## config.mk

```make
export PLATFORM = sky130hd
export DESIGN_NAME = contiguous_slot_allocator_core
export DESIGN_NICKNAME = d
export VERILOG_FILES = /design/src/sv/csa_pkg.sv /design/src/sv/contiguous_slot_allocator_core.sv
export SDC_FILE = /design/constraint.sdc
export NUM_CORES = 1
export LEC_CHECK = 0
export BUFFER_PORTS_ARGS = -buffer_cell sky130_fd_sc_hd__buf_2
export CAP_MARGIN = 40
export CORE_MARGIN = 2
export CORE_UTILIZATION = 60
export CTS_BUF_LIST = sky130_fd_sc_hd__clkbuf_4
export CTS_CLUSTER_SIZE = 40
export DETAILED_ROUTE_END_ITERATION = 10
export HOLD_SLACK_MARGIN = 0.1
export MAX_ROUTING_LAYER = met4
export PLACE_DENSITY_LB_ADDON = 0.05
export REMOVE_ABC_BUFFERS = 1
export SKIP_CTS_REPAIR_TIMING = 1
export SLEW_MARGIN = 20
export SYNTH_ARGS = -nofsm -noshare
export SYNTH_HDL_FRONTEND = slang
export SYNTH_SLANG_ARGS = --single-unit
```

## constraint.sdc

```tcl
create_clock -name clk_i -period 8.81 [get_ports clk_i]
set_input_delay 0.4405 -clock clk_i [delete_from_list [all_inputs] [get_ports clk_i]]
set_output_delay 0.4405 -clock clk_i [all_outputs]
set_load 0.05 [all_outputs]
```

## src/sv/csa_pkg.sv

```systemverilog
// Shared types, codes and default sizes of the contiguous slot allocator.
`default_nettype none

package csa_pkg;

  localparam int unsigned SlotCountDef  = 32;
  localparam int unsigned OwnerWidthDef = 8;

  localparam int unsigned NeedW  = 6;
  localparam int unsigned TagW   = 8;
  localparam int unsigned StartW = 5;

  localparam logic [1:0] FIT_BEST   = 2'd0;
  localparam logic [1:0] FIT_FIRST  = 2'd1;
  localparam logic [1:0] FIT_WORST  = 2'd2;
  localparam logic [1:0] FIT_REFUSE = 2'd3;

  localparam logic OP_ALLOC = 1'b0;
  localparam logic OP_FREE  = 1'b1;

  localparam logic STATUS_OK      = 1'b0;
  localparam logic STATUS_NOSPACE = 1'b1;

  typedef struct packed {
    logic              opcode;
    logic [NeedW-1:0]  slots_wanted;
    logic [TagW-1:0]   owner_tag;
  } csa_req_t;

  typedef struct packed {
    logic              status;
    logic [StartW-1:0] run_start;
  } csa_rsp_t;

endpackage

`default_nettype wire

```

## src/sv/contiguous_slot_allocator_core.sv

```systemverilog
// Top level of the contiguous slot allocator: owner memory, scan and commit sequencer.
//
//   channel   | handshake              | payload
//   ----------+------------------------+---------------------------------------
//   request   | start / busy           | req_i  (opcode, slots_wanted, owner_tag)
//   response  | done_o (one-cycle)     | rsp_o  (status, run_start)
//   config    | cfg_we_i               | cfg_wdata_i (fit_strategy)
//
// A request runs from acceptance to the done strobe through a scan of every slot and,
// on a granted allocate that wants any slots, a commit that tags each granted slot.
// The single read port of the owner memory sets the pace: the scan reads one slot
// per cycle and the commit writes one slot per cycle. busy is high for all of it.
// Reset clears the sequencer and the per-slot valid bits, so every slot reads as free
// at once; no clearing pass is needed. The receiver cannot stall the response.
`default_nettype none

module contiguous_slot_allocator_core #(
  parameter int unsigned SLOT_COUNT  = csa_pkg::SlotCountDef,
  parameter int unsigned OWNER_WIDTH = csa_pkg::OwnerWidthDef
) (
  input  wire logic             clk_i,
  input  wire logic             rst_ni,
  input  wire logic             start,
  output logic                  busy,
  input  wire csa_pkg::csa_req_t req_i,
  output logic                  done_o,
  output csa_pkg::csa_rsp_t     rsp_o,
  input  wire logic             cfg_we_i,
  input  wire logic [1:0]       cfg_wdata_i
);
  import csa_pkg::*;

  // Index width, run-length width and a common width for comparing lengths.
  localparam int unsigned IW = (SLOT_COUNT > 1) ? $clog2(SLOT_COUNT) : 1;
  localparam int unsigned LW = $clog2(SLOT_COUNT + 1);
  localparam int unsigned CW = (LW > NeedW) ? LW : NeedW;
  localparam logic [IW-1:0] LastIdx = IW'(SLOT_COUNT - 1);

  localparam logic [1:0] S_IDLE  = 2'd0;
  localparam logic [1:0] S_SCAN  = 2'd1;
  localparam logic [1:0] S_WRITE = 2'd2;

  // Owner memory with one registered read port and one write port. Slots that were
  // never written since reset are marked by a cleared valid bit and read as free.
  logic [OWNER_WIDTH-1:0] mem [SLOT_COUNT];
  logic [SLOT_COUNT-1:0]  valid_q;
  logic [OWNER_WIDTH-1:0] rdata_q;
  logic                   rvalid_q;

  logic                   mem_we;
  logic [IW-1:0]          mem_waddr;
  logic [OWNER_WIDTH-1:0] mem_wdata;
  logic                   mem_re;

  logic [1:0]             state_q, state_d;
  logic [1:0]             strategy_q;
  logic                   op_q;
  logic [NeedW-1:0]       need_q;
  logic [OWNER_WIDTH-1:0] owner_q;

  logic                   issue_q, issue_d;
  logic [IW-1:0]          rd_ptr_q, rd_ptr_d;
  logic                   pend_q, pend_d;
  logic [IW-1:0]          proc_idx_q, proc_idx_d;

  logic [LW-1:0]          cur_len_q, cur_len_d;
  logic [IW-1:0]          cur_start_q, cur_start_d;
  logic                   found_q, found_d;
  logic [IW-1:0]          chosen_start_q, chosen_start_d;
  logic [LW-1:0]          chosen_len_q, chosen_len_d;

  logic [IW-1:0]          wr_ptr_q, wr_ptr_d;
  logic [NeedW-1:0]       wr_left_q, wr_left_d;

  logic                   done_q, done_d;
  csa_rsp_t               rsp_q, rsp_d;

  logic [OWNER_WIDTH-1:0] slot_val;
  logic                   slot_free;
  logic                   is_last;
  logic [IW-1:0]          run_s;
  logic                   cand_vld;
  logic [IW-1:0]          cand_s;
  logic [LW-1:0]          cand_len;
  logic                   cand_fits;
  logic                   cand_take;
  logic                   fin_found;
  logic [IW-1:0]          fin_start;
  logic [OWNER_WIDTH-1:0] req_owner;

  always_ff @(posedge clk_i) begin
    if (mem_we) begin
      mem[mem_waddr] <= mem_wdata;
    end
    if (mem_re) begin
      rdata_q <= mem[rd_ptr_q];
    end
  end

  always_ff @(posedge clk_i or negedge rst_ni) begin
    if (!rst_ni) begin
      valid_q  <= '0;
      rvalid_q <= 1'b0;
    end else begin
      if (mem_we) begin
        valid_q[mem_waddr] <= 1'b1;
      end
      if (mem_re) begin
        rvalid_q <= valid_q[rd_ptr_q];
      end
    end
  end

  // The owner tag keeps only its low OWNER_WIDTH bits, zero-extended when wider.
  assign req_owner = OWNER_WIDTH'({{OWNER_WIDTH{1'b0}}, req_i.owner_tag});

  // Decode of the slot whose read data returned this cycle.
  assign slot_val  = rvalid_q ? rdata_q : '0;
  assign slot_free = (slot_val == '0);
  assign is_last   = (proc_idx_q == LastIdx);
  assign run_s     = (cur_len_q == '0) ? proc_idx_q : cur_start_q;

  // A run closes at the first occupied slot after it or at the last slot.
  always_comb begin
    cand_vld = 1'b0;
    cand_s   = cur_start_q;
    cand_len = cur_len_q;
    if (pend_q && (op_q == OP_ALLOC)) begin
      if (slot_free && is_last) begin
        cand_vld = 1'b1;
        cand_s   = run_s;
        cand_len = LW'(cur_len_q + 1'b1);
      end else if (!slot_free && (cur_len_q != '0)) begin
        cand_vld = 1'b1;
      end
    end
  end

  assign cand_fits = cand_vld && (CW'(cand_len) >= CW'(need_q));

  always_comb begin
    unique case (strategy_q)
      FIT_BEST:  cand_take = cand_fits && (!found_q || (cand_len < chosen_len_q));
      FIT_FIRST: cand_take = cand_fits && !found_q;
      FIT_WORST: cand_take = cand_fits && (!found_q || (cand_len > chosen_len_q));
      default:   cand_take = 1'b0;
    endcase
  end

  assign fin_found = found_q || cand_take;
  assign fin_start = cand_take ? cand_s : chosen_start_q;

  always_comb begin
    state_d        = state_q;
    issue_d        = 1'b0;
    rd_ptr_d       = rd_ptr_q;
    pend_d         = 1'b0;
    proc_idx_d     = rd_ptr_q;
    cur_len_d      = cur_len_q;
    cur_start_d    = cur_start_q;
    found_d        = fin_found;
    chosen_start_d = fin_start;
    chosen_len_d   = cand_take ? cand_len : chosen_len_q;
    wr_ptr_d       = wr_ptr_q;
    wr_left_d      = wr_left_q;
    done_d         = 1'b0;
    rsp_d          = rsp_q;
    mem_re         = 1'b0;
    mem_we         = 1'b0;
    mem_waddr      = proc_idx_q;
    mem_wdata      = '0;

    unique case (state_q)
      S_IDLE: begin
        if (start) begin
          state_d      = S_SCAN;
          issue_d      = 1'b1;
          rd_ptr_d     = '0;
          cur_len_d    = '0;
          found_d      = 1'b0;
          chosen_len_d = '0;
        end
      end
      S_SCAN: begin
        // Read issue: one slot per cycle until the last one is requested.
        if (issue_q) begin
          mem_re   = 1'b1;
          pend_d   = 1'b1;
          issue_d  = (rd_ptr_q != LastIdx);
          rd_ptr_d = rd_ptr_q + 1'b1;
        end
        // Returned data: run tracking for allocate, match-and-clear for free.
        if (pend_q) begin
          if (slot_free) begin
            cur_start_d = run_s;
            cur_len_d   = LW'(cur_len_q + 1'b1);
          end else begin
            cur_len_d = '0;
          end
          if ((op_q == OP_FREE) && (slot_val == owner_q)) begin
            mem_we = 1'b1;
          end
          if (is_last) begin
            if (op_q == OP_FREE) begin
              state_d = S_IDLE;
              done_d  = 1'b1;
              rsp_d   = '{status: STATUS_OK, run_start: '0};
            end else if (!fin_found) begin
              state_d = S_IDLE;
              done_d  = 1'b1;
              rsp_d   = '{status: STATUS_NOSPACE, run_start: '0};
            end else begin
              rsp_d = '{status: STATUS_OK, run_start: StartW'(fin_start)};
              if (need_q == '0) begin
                state_d = S_IDLE;
                done_d  = 1'b1;
              end else begin
                state_d   = S_WRITE;
                wr_ptr_d  = fin_start;
                wr_left_d = need_q;
              end
            end
          end
        end
      end
      S_WRITE: begin
        mem_we    = 1'b1;
        mem_waddr = wr_ptr_q;
        mem_wdata = owner_q;
        wr_ptr_d  = wr_ptr_q + 1'b1;
        wr_left_d = wr_left_q - 1'b1;
        if (wr_left_q == NeedW'(1)) begin
          state_d = S_IDLE;
          done_d  = 1'b1;
        end
      end
      default: begin
        state_d = S_IDLE;
      end
    endcase
  end

  always_ff @(posedge clk_i or negedge rst_ni) begin
    if (!rst_ni) begin
      state_q    <= S_IDLE;
      strategy_q <= FIT_BEST;
      issue_q    <= 1'b0;
      pend_q     <= 1'b0;
      found_q    <= 1'b0;
      done_q     <= 1'b0;
    end else begin
      state_q <= state_d;
      issue_q <= issue_d;
      pend_q  <= pend_d;
      found_q <= found_d;
      done_q  <= done_d;
      if (cfg_we_i) begin
        strategy_q <= cfg_wdata_i;
      end
    end
  end

  // Payload and datapath registers carry no reset.
  always_ff @(posedge clk_i) begin
    if ((state_q == S_IDLE) && start) begin
      op_q    <= req_i.opcode;
      need_q  <= req_i.slots_wanted;
      owner_q <= req_owner;
    end
    rd_ptr_q       <= rd_ptr_d;
    proc_idx_q     <= proc_idx_d;
    cur_len_q      <= cur_len_d;
    cur_start_q    <= cur_start_d;
    chosen_start_q <= chosen_start_d;
    chosen_len_q   <= chosen_len_d;
    wr_ptr_q       <= wr_ptr_d;
    wr_left_q      <= wr_left_d;
    rsp_q          <= rsp_d;
  end

  assign busy   = (state_q != S_IDLE);
  assign done_o = done_q;
  assign rsp_o  = rsp_q;

  // A response only follows a cycle in which a request was in progress.
  a_done_after_work : assert property (@(posedge clk_i) disable iff (!rst_ni)
    done_q |-> $past(state_q != S_IDLE))
    else $error("response strobe without a request in progress");

  // The memory is only written while scanning a free request or committing a grant.
  a_write_phase : assert property (@(posedge clk_i) disable iff (!rst_ni)
    mem_we |-> ((state_q == S_WRITE) || ((state_q == S_SCAN) && (op_q == OP_FREE))))
    else $error("owner memory written outside a scan or commit");

  // The commit phase always has at least one slot left to tag.
  a_write_count : assert property (@(posedge clk_i) disable iff (!rst_ni)
    (state_q == S_WRITE) |-> (wr_left_q != '0))
    else $error("commit phase entered with nothing to write");

  // A new request only begins from a start pulse seen while idle.
  a_busy_from_start : assert property (@(posedge clk_i) disable iff (!rst_ni)
    $rose(busy) |-> $past(start))
    else $error("busy rose without a start");

endmodule

`default_nettype wire

```

==> metrics, run 1 <==
YS warnings=0; crit start category=register; maxcap violations=0; CP top delay family=simple AND/OR/NAND/NOR gates; worst hold margin=approximately 120 ps; post-route ant nets=0; worst setup margin=4620 ps; Main synth FF type=edfxtp_1; Hold WC Path Type=input pin to async pin; WL final=roughly 33000 um; top-count cell post-synth=edfxtp_1; setup TNS=0 ps; clock-pin slew on the worst setup and hold paths=about 70 ps; CP peak stage delay=610 ps; Required @ worst endpoint=around 9200 ps; largest net degree at the start of global routing=42; Tcrit/Tclk final=between 40 and 50%; htree depth=3; vias in the first global route=8708; CP Capture Type=register; Finished Layout Cells=1431; Final min period=4190 ps; die span in y=165 um; WL/cell=23.3 um; first-pass GRT wire length=slightly above 50000 um; Starting DRT DRC Count=855; share of the synthesized area in the top cell type=60.6%; Max Root-Sink Buffers=3; power per cell area=263 mW/mm^2; Buffers & Inverters on Critical Path=1; Seq/Total Area, Yosys=69.3%; Crit Path Class=register to register; Worst Clk Skew=around 59 ps; CP max-delay cell=nor3_4; Die Width=165 um; global placer's final weighted congestion=0.827; Hold Vio Cnt, Final=0; Slew @ Worst Pin=863 ps; Final nets=1065; GR Util All Layers=26.5%; layout cells sized above 1=31.1%; synthesized area=0.0155 mm^2; drt pass-1 iters=6; Yosys cell types=60; Num CTS Buffers=92; placed cells=1228; commonest cells in the netlist=312 x edfxtp_1, 89 x mux4_2, 56 x nor2_1, 42 x nand2_1, 41 x dfrtp_1; count of flip-flops with a built-in enable after synthesis=312; die area=between 0.02 and 0.03 mm^2; Placeable Area=0.0253 mm^2; ys async rst share=between 10% and 20%; pre-CTS setup slack=between 4000 and 5000 ps; Peak supply drop=0.000216 V; starting density of the core=61.3%; Cell Rows=58; slew margin rel.=41.9%; Synth Register Bits=369; RSZ-0062 raised after global routing=no; Slew Limit Fails=0; clock tree sinks=approximately 370; total grt overflow=0; Clock Tree Root=clkbuf_4; DR vias/cell=6.01; f_max=239 MHz; DR DRC count=0; outcome=completed; antenna violations before repair=1; CP cell instances=nor4_2 > a21boi_2 > nor2_2 > mux2i_1 > ha_1 > o211ai_1 > o21ai_0 > a21oi_1 > nor3_4 > o21ai_1 > o22ai_1 > buf_4; syn avg cell area=17.5 um^2; synthesis-to-layout area growth=13.2%; Syn Inst Count=884; I/O Pins=29; leakage=6.68 nW; WP data arrival=4600 ps; # setup viols final=0; crit path max fanout=16; post-synth top area cell=edfxtp_1; top cells by area, synth=edfxtp_1 61%, mux4_2 13%, dfrtp_1 6.6%; Final HPWL DP=21800 um; Buffers on Ports=28; vias=8603; worst skew pair latency=730 ps; CTS tree=yes
[kinds of logic (layout without fill, tap and decap cells)]
kind of cell | count (synthesis) | after routing | synth area share (%)
buffers and inverters | 70 | 286 | 2.12
AND/OR/NAND/NOR | 177 | 177 | 5.73
flip-flops | 369 | 369 | 69.3
adder cells (fa/ha/maj) | 22 | 22 | 1.78
AO/OA/AOI/OAI | 108 | 108 | 4.97
XOR/XNOR | 23 | 23 | 1.30
multiplexers | 115 | 115 | 14.8
other | 0 | 1 | 0
[flip-flops by register name (all words and copies together), names as in the netlist, 8 cells and up]
signal,count
valid_q,32
rdata_q,8
owner_q,8
mem,256
[layout by cell type (no fill, tap or decap), types with 11 or more instances in the layout]
cell type      count
edfxtp_1         312
clkbuf_4         137
mux4_2            89
nor2_1            56
nand2_1           42
dfrtp_1           41
inv_1             32
buf_2             30
clkinv_1          27
buf_4             26
a21oi_1           23
ha_1              22
mux2_2            21
o21bai_1          20
dlygate4sd3_1     20
nor3_1            16
dfxtp_1           16
xor2_1            15
nand3_1           13
and2_1            11
[worst register-to-register path, delay by kind of cell, from the launching register on]
family	cells	cell delay [ps]
and+or+nand+nor	3	1360
AOI/OAI and AO/OA	6	1250
buffers and inverters	1	260
muxes	1	370
adders and majority gates	1	230
DFF	1	440
[metal layers]
metal  GRT usage (%)  vias to the layer above  wire [um]
met3            6.91                       57       2560
met1            36.7                     4378      14100
met5               -                        -          0
met4            8.02                        0        764
li1                -                     3831          -
met2            39.4                      337      15900
[layout make-up]
type / instances / area [um^2]
repair buffers: 81 / 638
well taps: 330 / 413
inverters: 33 / 124
fillers: 1731 / 7740
clock buffers: 137 / 1030
multi-input cells: 445 / 4440
clock inverters: 35 / 155
diodes: 1 / 2.50
flip-flops and latches: 369 / 10700
[path summary, 6_finish.rpt]
check	start	endpoint	slack [ps]	cells past startpoint
worst max register to register	rdata_q[2]	wr_ptr_q[0]	4620	12
min in group clk_i	start	state_q[1]	310	4
worst max-delay path	rdata_q[2]	wr_ptr_q[0]	4620	12
worst min-delay path	rst_ni	issue_q	120	2
worst min register to register	valid_q[14]	valid_q[14]	470	2
max in group asynchronous	rst_ni	valid_q[30]	8160	3
[power breakdown]
group | switching (mW) | total, mW | internal, mW | leakage [nW]
clock network | 0.670 | 1.39 | 0.721 | 0.704
logic | 0.616 | 1.08 | 0.465 | 1.93
registers | 0.119 | 2.13 | 2.01 | 4.05
[through the flow]
| stage | instance area (um^2) | util [%] | power (mW) |
|---|---|---|---|
| 6_report | 17500 | 69.3 | 4.60 |
| 5_1_grt | 17500 | 69.3 | 4.83 |
| 4_1_cts | 17200 | 68.2 | 4.63 |
| 3_5_place_dp | 16100 | 63.6 | 3.24 |
| 3_3_place_gp | 15900 | 63.1 | 3.19 |
| 2_1_floorplan | 15300 | - | 2.92 |
No activity file was read; power rests on OpenSTA's default activity.
==> inputs of run 2 (changes only) <==
--- a/config.mk
+++ b/config.mk
@@ -5,6 +5,7 @@
 export SDC_FILE = /design/constraint.sdc
 export NUM_CORES = 1
 export LEC_CHECK = 0
+export ABC_AREA = 1
 export BUFFER_PORTS_ARGS = -buffer_cell sky130_fd_sc_hd__buf_2
 export CAP_MARGIN = 40
 export CORE_MARGIN = 2
==> constraint.sdc (replaced) <==
create_clock -name clk_i -period 4.33 [get_ports clk_i]
set_input_delay 0.2165 -clock clk_i [delete_from_list [all_inputs] [get_ports clk_i]]
set_output_delay 0.2165 -clock clk_i [all_outputs]
set_load 0.05 [all_outputs]
==> run 2 against run 1 <==
Against the previous run: clock-buffer cell count increased by 16; global-route usage grew 2.7 points; largest power group unchanged; critical path type unchanged; via count is 31% higher; cell count grew 37%; clock skew shrank 27 ps; design area increased by 2.5%; utilization fell by 0.47 points; sequential cell count did not move; total power up 140%; sequential power increased by 110%.
==> metrics, run 2 <==
outcome=completed; maxcap violations=0 (unchanged); Hold WC Path Type=input pin to async pin; leakage=6.43 nW (-3.8%); global placer's final weighted congestion=0.917 (+11%); DR DRC count=0 (unchanged); WP data arrival=4050 ps (-550 ps); DR vias/cell=5.77 (-4.0%); CP Capture Type=register; Worst Clk Skew=31.8 ps (-27.0 ps); Final min period=3640 ps (-555 ps); synthesis-to-layout area growth=12.5%; Slew @ Worst Pin=857 ps (-5.87 ps); largest registers=mem: 256 flops, valid_q: 32 flops; total grt overflow=0 (unchanged); Final HPWL DP=24100 um (+11%); Required @ worst endpoint=4750 ps (-4470 ps); crit path max fanout=21 (+5); crit start category=register; worst skew pair latency=720 ps (about the same); RSZ-0062 raised after global routing=no; Final nets=1584 (+49%); Syn Inst Count=1433 (+62%); antenna violations before repair=1 (unchanged); Peak supply drop=0.000443 V (+110%); clock tree sinks=369 (unchanged); I/O Pins=29 (unchanged); commonest non-fill, non-tap cell in the layout=edfxtp_1; power per cell area=610 mW/mm^2 (+130%); vias=11300 (+31%); vias in the first global route=10800 (+24%); Synth Area in Compound Gates=11.7% (+6.8 points); worst hold margin=110 ps (-5.48 ps); Clock Tree Root=clkbuf_4; Max Root-Sink Buffers=3 (unchanged); largest net degree at the start of global routing=160 (+280%); clock-pin slew on the worst setup and hold paths=70 ps (about the same); design area=0.0179 mm^2 (+2.5%); WL final=39200 um (+18%); first-pass GRT wire length=60500 um (+20%); die span in y=167 um (+1.5%); most frequent cells in the layout=312 x edfxtp_1, 242 x nor2_1, 182 x nand2_1, 161 x o21ai_0, 153 x clkbuf_4; post-synthesis adder-cell area fraction=1.72% (-0.055 points); Post-Synth XOR/XNOR Area=0.713% (-0.59 points); f_max=275 MHz (+15%); share of the synthesized area in the top cell type=58.7% (-1.9 points); Fill cells=1999 (+15%); Crit Path Class=register to register; drt pass-1 iters=5 (-1); Slew Limit Fails=0 (unchanged); top cells by area, synth=edfxtp_1 59%, dfrtp_1 6.4%, nor2_1 5.7%; Main synth FF type=edfxtp_1; WL/cell=20.1 um (-14%); mux cell area share after synthesis=0% (-15 points); commonest cells in the netlist=312 x edfxtp_1, 242 x nor2_1, 182 x nand2_1, 161 x o21ai_0, 98 x inv_1; YS warnings=0 (unchanged); simple-gate share of the synthesized area=13.9% (+8.1 points); main combinational cell family by area after synthesis=simple AND/OR/NAND/NOR gates; post-synth top area cell=edfxtp_1; Seq/Total Area, Yosys=67.1% (-2.1 points); Starting DRT DRC Count=1185 (+39%); count of flip-flops with a built-in enable after synthesis=312 (unchanged); Placeable Area=0.0261 mm^2 (+3.2%); Tcrit/Tclk final=84.0% (+36 points); htree depth=3 (unchanged); placement-stage cell area=0.0164 mm^2 (+2.1%); die area=0.0279 mm^2 (+3.1%); GR Util All Layers=29.2% (+2.7 points); post-route ant nets=0 (unchanged); starting density of the core=61.2% (about the same); Hold Vio Cnt, Final=0 (unchanged); synthesized area=0.0160 mm^2 (+3.2%); setup TNS=0 ps (unchanged); Num CTS Buffers=93 (+1.1%); Synth Register Bits=369 (unchanged); Cell Rows=59 (+1.7%); max reg flops=256 (unchanged); register with the most flip-flops=mem; top-count cell post-synth=edfxtp_1; layout cells sized above 1=17.4% (-14 points); syn avg cell area=11.1 um^2 (-36%); Buffers on Ports=28 (unchanged); slew margin rel.=42.6% (+0.79 points); ys async rst share=11.1% (unchanged); Yosys cell types=42 (-30%); # setup viols final=0 (unchanged); Die Width=167 um (+1.5%); CTS tree=yes
run 2: where the power goes:
group	leakage [nW]	internal, mW	switching [mW]
sequential	3.12	4.19	0.228
clock	0.753	1.60	1.39
combinational	2.56	0.987	2.57
total	6.43	6.77	4.18
run 2: cell type report:
class | count | area, um^2 | area share [%]
Sequential cell | 369 | 10700 | 59.7
Clock inverter | 19 | 97.6 | 0.544
Multi-Input combinational cell | 886 | 4480 | 24.9
Clock buffer | 153 | 1150 | 6.40
Antenna cell | 1 | 2.50 | 0.0139
Inverter | 107 | 405 | 2.26
Timing Repair Buffer | 84 | 683 | 3.81
Tap cell | 335 | 419 | 2.34
run 2: critical path, stage by stage (launching register included):
cell and delay [ps]:
dfrtp_1 530, nand2_2 150, nand2_1 70, nor2_2 120
nand2_1 80, inv_1 80, nand3_2 380, nand2_1 160
o21ai_1 120, ha_1 330, nand2_1 70, nor2_1 100
o21ai_0 80, nand3_1 110, nand3_2 130, nand2_1 160
nand4_1 120, o21ai_0 330, buf_4 230
run 2: final timing paths:
path / from / cells after the start / slack (ps) / to
hold / removal: rst_ni / 3 / 110 / strategy_q[0]
hold reg to reg: proc_idx_d[3] / 0 / 400 / proc_idx_q[3]
setup reg to reg: rvalid_q / 18 / 690 / wr_left_q[2]
max in group asynchronous: rst_ni / 3 / 3770 / valid_q[18]
setup / recovery: rvalid_q / 18 / 690 / wr_left_q[2]
min in group clk_i: req_i[9] / 2 / 210 / need_q[1]
run 2: layer usage:
metal | up-vias | wire length, um | track usage, %
met4 | 0 | 1140 | 10.3
li1 | 5277 | - | -
met3 | 78 | 3180 | 5.89
met5 | - | 0 | -
met2 | 494 | 18300 | 44.1
met1 | 5424 | 16600 | 39.9
run 2: cells by family (layout without fill, tap and decap cells):
family | Yosys count | after routing
adder cells (fa/ha/maj) | 22 | 22
AO/OA/AOI/OAI | 319 | 319
XOR/XNOR | 13 | 13
buffers and inverters | 178 | 363
flip-flops | 369 | 369
other | 0 | 1
AND/OR/NAND/NOR | 532 | 532
run 2: metrics by stage:
| step | setup WS [ps] | std cells | total power, mW | utilization, % |
|---|---|---|---|---|
| floorplan | -753 | 1362 | 6.65 | - |
| global placement | 879 | 1742 | 7.88 | 62.6 |
| detailed placement | 754 | 1748 | 7.96 | 62.9 |
| CTS | 742 | 1920 | 10.9 | 67.7 |
| global route | 364 | 1954 | 11.6 | 68.9 |
| finish | 693 | 1954 | 11.0 | 68.9 |
==> inputs of run 3 (changes only) <==
--- a/config.mk
+++ b/config.mk
@@ -9,7 +9,7 @@
 export BUFFER_PORTS_ARGS = -buffer_cell sky130_fd_sc_hd__buf_2
 export CAP_MARGIN = 40
 export CORE_MARGIN = 2
-export CORE_UTILIZATION = 60
+export CORE_UTILIZATION = 59
 export CTS_BUF_LIST = sky130_fd_sc_hd__clkbuf_4
 export CTS_CLUSTER_SIZE = 40
 export DETAILED_ROUTE_END_ITERATION = 10
==> constraint.sdc (replaced) <==
create_clock -name clk_i -period 3.3 [get_ports clk_i]
set_input_delay 0.165 -clock clk_i [delete_from_list [all_inputs] [get_ports clk_i]]
set_output_delay 0.165 -clock clk_i [all_outputs]
set_load 0.05 [all_outputs]
==> run 3 against run 2 <==
Against the previous run: via count down 0.58%; sequential cell count unchanged; cell count is 2.1% higher; largest cell class unchanged; utilization fell by 0.45 points; critical path depth increased by 1; fmax grew 15%.
==> metrics, run 3 (same netlist as run 2, synthesis figures left out) <==
GRT Max-Usage Layer=met2; Clock Tree Root=clkbuf_4; total grt overflow=0 (unchanged); vias in the first global route=10600 (-1.6%); Slew @ Worst Pin=753 ps (-104 ps); global placer's final weighted congestion=0.884 (-3.6%); WL/cell=19.5 um (-2.8%); worst skew pair latency=720 ps (about the same); die area=0.0284 mm^2 (+1.7%); commonest non-fill, non-tap cell in the layout=edfxtp_1; leakage=6.61 nW (+2.9%); R2R Setup Slk=150 ps (-550 ps); largest net degree at the start of global routing=105 (-34%); I/O Pins=29 (unchanged); Buffers on Ports=28 (unchanged); met3 Use GR=5.87% (-0.017 points); post-route ant nets=0 (unchanged); Max Root-Sink Buffers=3 (unchanged); largest registers=mem: 256 flops, valid_q: 32 flops; drt pass-1 iters=5 (unchanged); Peak supply drop=0.000415 V (-6.4%); synthesis-to-layout area growth=14.6%; DR vias/cell=5.62 (-2.6%); clock-pin slew on the worst setup and hold paths=70 ps (about the same); power per cell area=787 mW/mm^2 (+29%); WP data arrival=3550 ps (-500 ps); maxcap violations=0 (unchanged); Cell Rows=60 (+1.7%); f_max=317 MHz (+15%); Slew Limit Fails=0 (unchanged); Placeable Area=0.0267 mm^2 (+2.6%); Hold WC Path Type=input pin to register; antenna violations before repair=1 (unchanged); Num CTS Buffers=94 (+1.1%); die span in y=168 um (+0.82%); CP Capture Type=register; slew margin rel.=49.8% (+7.2 points); # setup viols final=0 (unchanged); GR Util All Layers=28.2% (-0.92 points); Finished Layout Cells=1995 (+2.1%); Final HPWL DP=23500 um (-2.3%); Final Total Pwr=14.4 mW (+31%); layout cells sized above 1=18.8% (+1.4 points); register with the most flip-flops=mem; Worst Clk Skew=43.2 ps (+11.4 ps); design area=0.0183 mm^2 (+1.9%); placed cells=1796 (+2.7%); M2 GR Usage=43.0% (-1.2 points); starting density of the core=59.7% (-1.5 points); max reg flops=256 (unchanged); Required @ worst endpoint=3700 ps (-1050 ps); first-pass GRT wire length=59100 um (-2.4%); Final nets=1623 (+2.5%); clock tree sinks=369 (unchanged); Tcrit/Tclk final=95.5% (+12 points); vias=11200 (-0.58%); met1 Usage GRT=37.6% (-2.3 points); htree depth=3 (unchanged); WL final=38900 um (-0.77%); CTS tree=yes; Die Width=168 um (+0.82%); Final min period=3150 ps (-485 ps); DR DRC count=0 (unchanged); outcome=completed; worst hold margin=147 ps (+37.2 ps); Starting DRT DRC Count=1015 (-14%); Hold Vio Cnt, Final=0 (unchanged); crit start category=register; most frequent cells in the layout=312 x edfxtp_1, 242 x nor2_1, 181 x nand2_1, 160 x o21ai_0, 144 x clkbuf_4; placement-stage cell area=0.0168 mm^2 (+2.2%); crit path max fanout=6 (-71%); Crit Path Class=register to register
## run 3: critical path, cell delays in order, from the launching register on
cell     delay [ps]
dfrtp_2         430
buf_2           170
nand2_2          70
nand2_1          60
nor2_2          110
nand2_1          90
inv_2           130
nand3_4         120
nand2_1          90
o21ai_1         110
ha_1            310
nand2_1          70
nor2_1          100
o21ai_0         100
nand3_1         130
nand3_2          90
nand2_1         120
nand4_1         130
o21ai_2         210
buf_4           180
## run 3: area by class of cell
type	count	area, um^2
antenna	2	5.00
sequential	369	10700
clock buffer	144	1080
clock inverter	24	113
fill	2055	8440
inverter	107	405
multi-input combinational	887	4530
timing repair buffer	121	1010
tap	341	427
## run 3: metal layers
metal | wire, um | vias up
li1 | - | 5369
met1 | 16700 | 5396
met2 | 18400 | 381
met3 | 2630 | 62
met4 | 1180 | 0
met5 | 0 | -
## run 3: worst paths after layout
kind                          startpoint            end  depth (start not counted)
setup / recovery                rvalid_q    wr_ptr_q[2]                         19
hold / removal                  req_i[8]      need_q[0]                          2
setup reg to reg                rvalid_q    wr_ptr_q[2]                         19
hold reg to reg            proc_idx_d[3]  proc_idx_q[3]                          0
max in group asynchronous         rst_ni         pend_q                          4
min in group asynchronous         rst_ni    valid_q[16]                          4
## run 3: where the power goes
group | internal [mW] | switching [mW] | total (mW)
sequential | 5.49 | 0.213 | 5.71
combinational | 1.42 | 3.47 | 4.89
clock | 1.99 | 1.82 | 3.81
total | 8.90 | 5.50 | 14.4
## run 3: metrics by stage
stage,TNS (ps),util (%),worst slack (ps)
4_1_cts,-656,67.2,-81.2
6_report,0,68.4,148
3_3_place_gp,0,62.5,74.9
5_1_grt,-84.5,68.4,-20.8
2_1_floorplan,-18730,-,-1780
3_5_place_dp,-174,62.7,-25.5
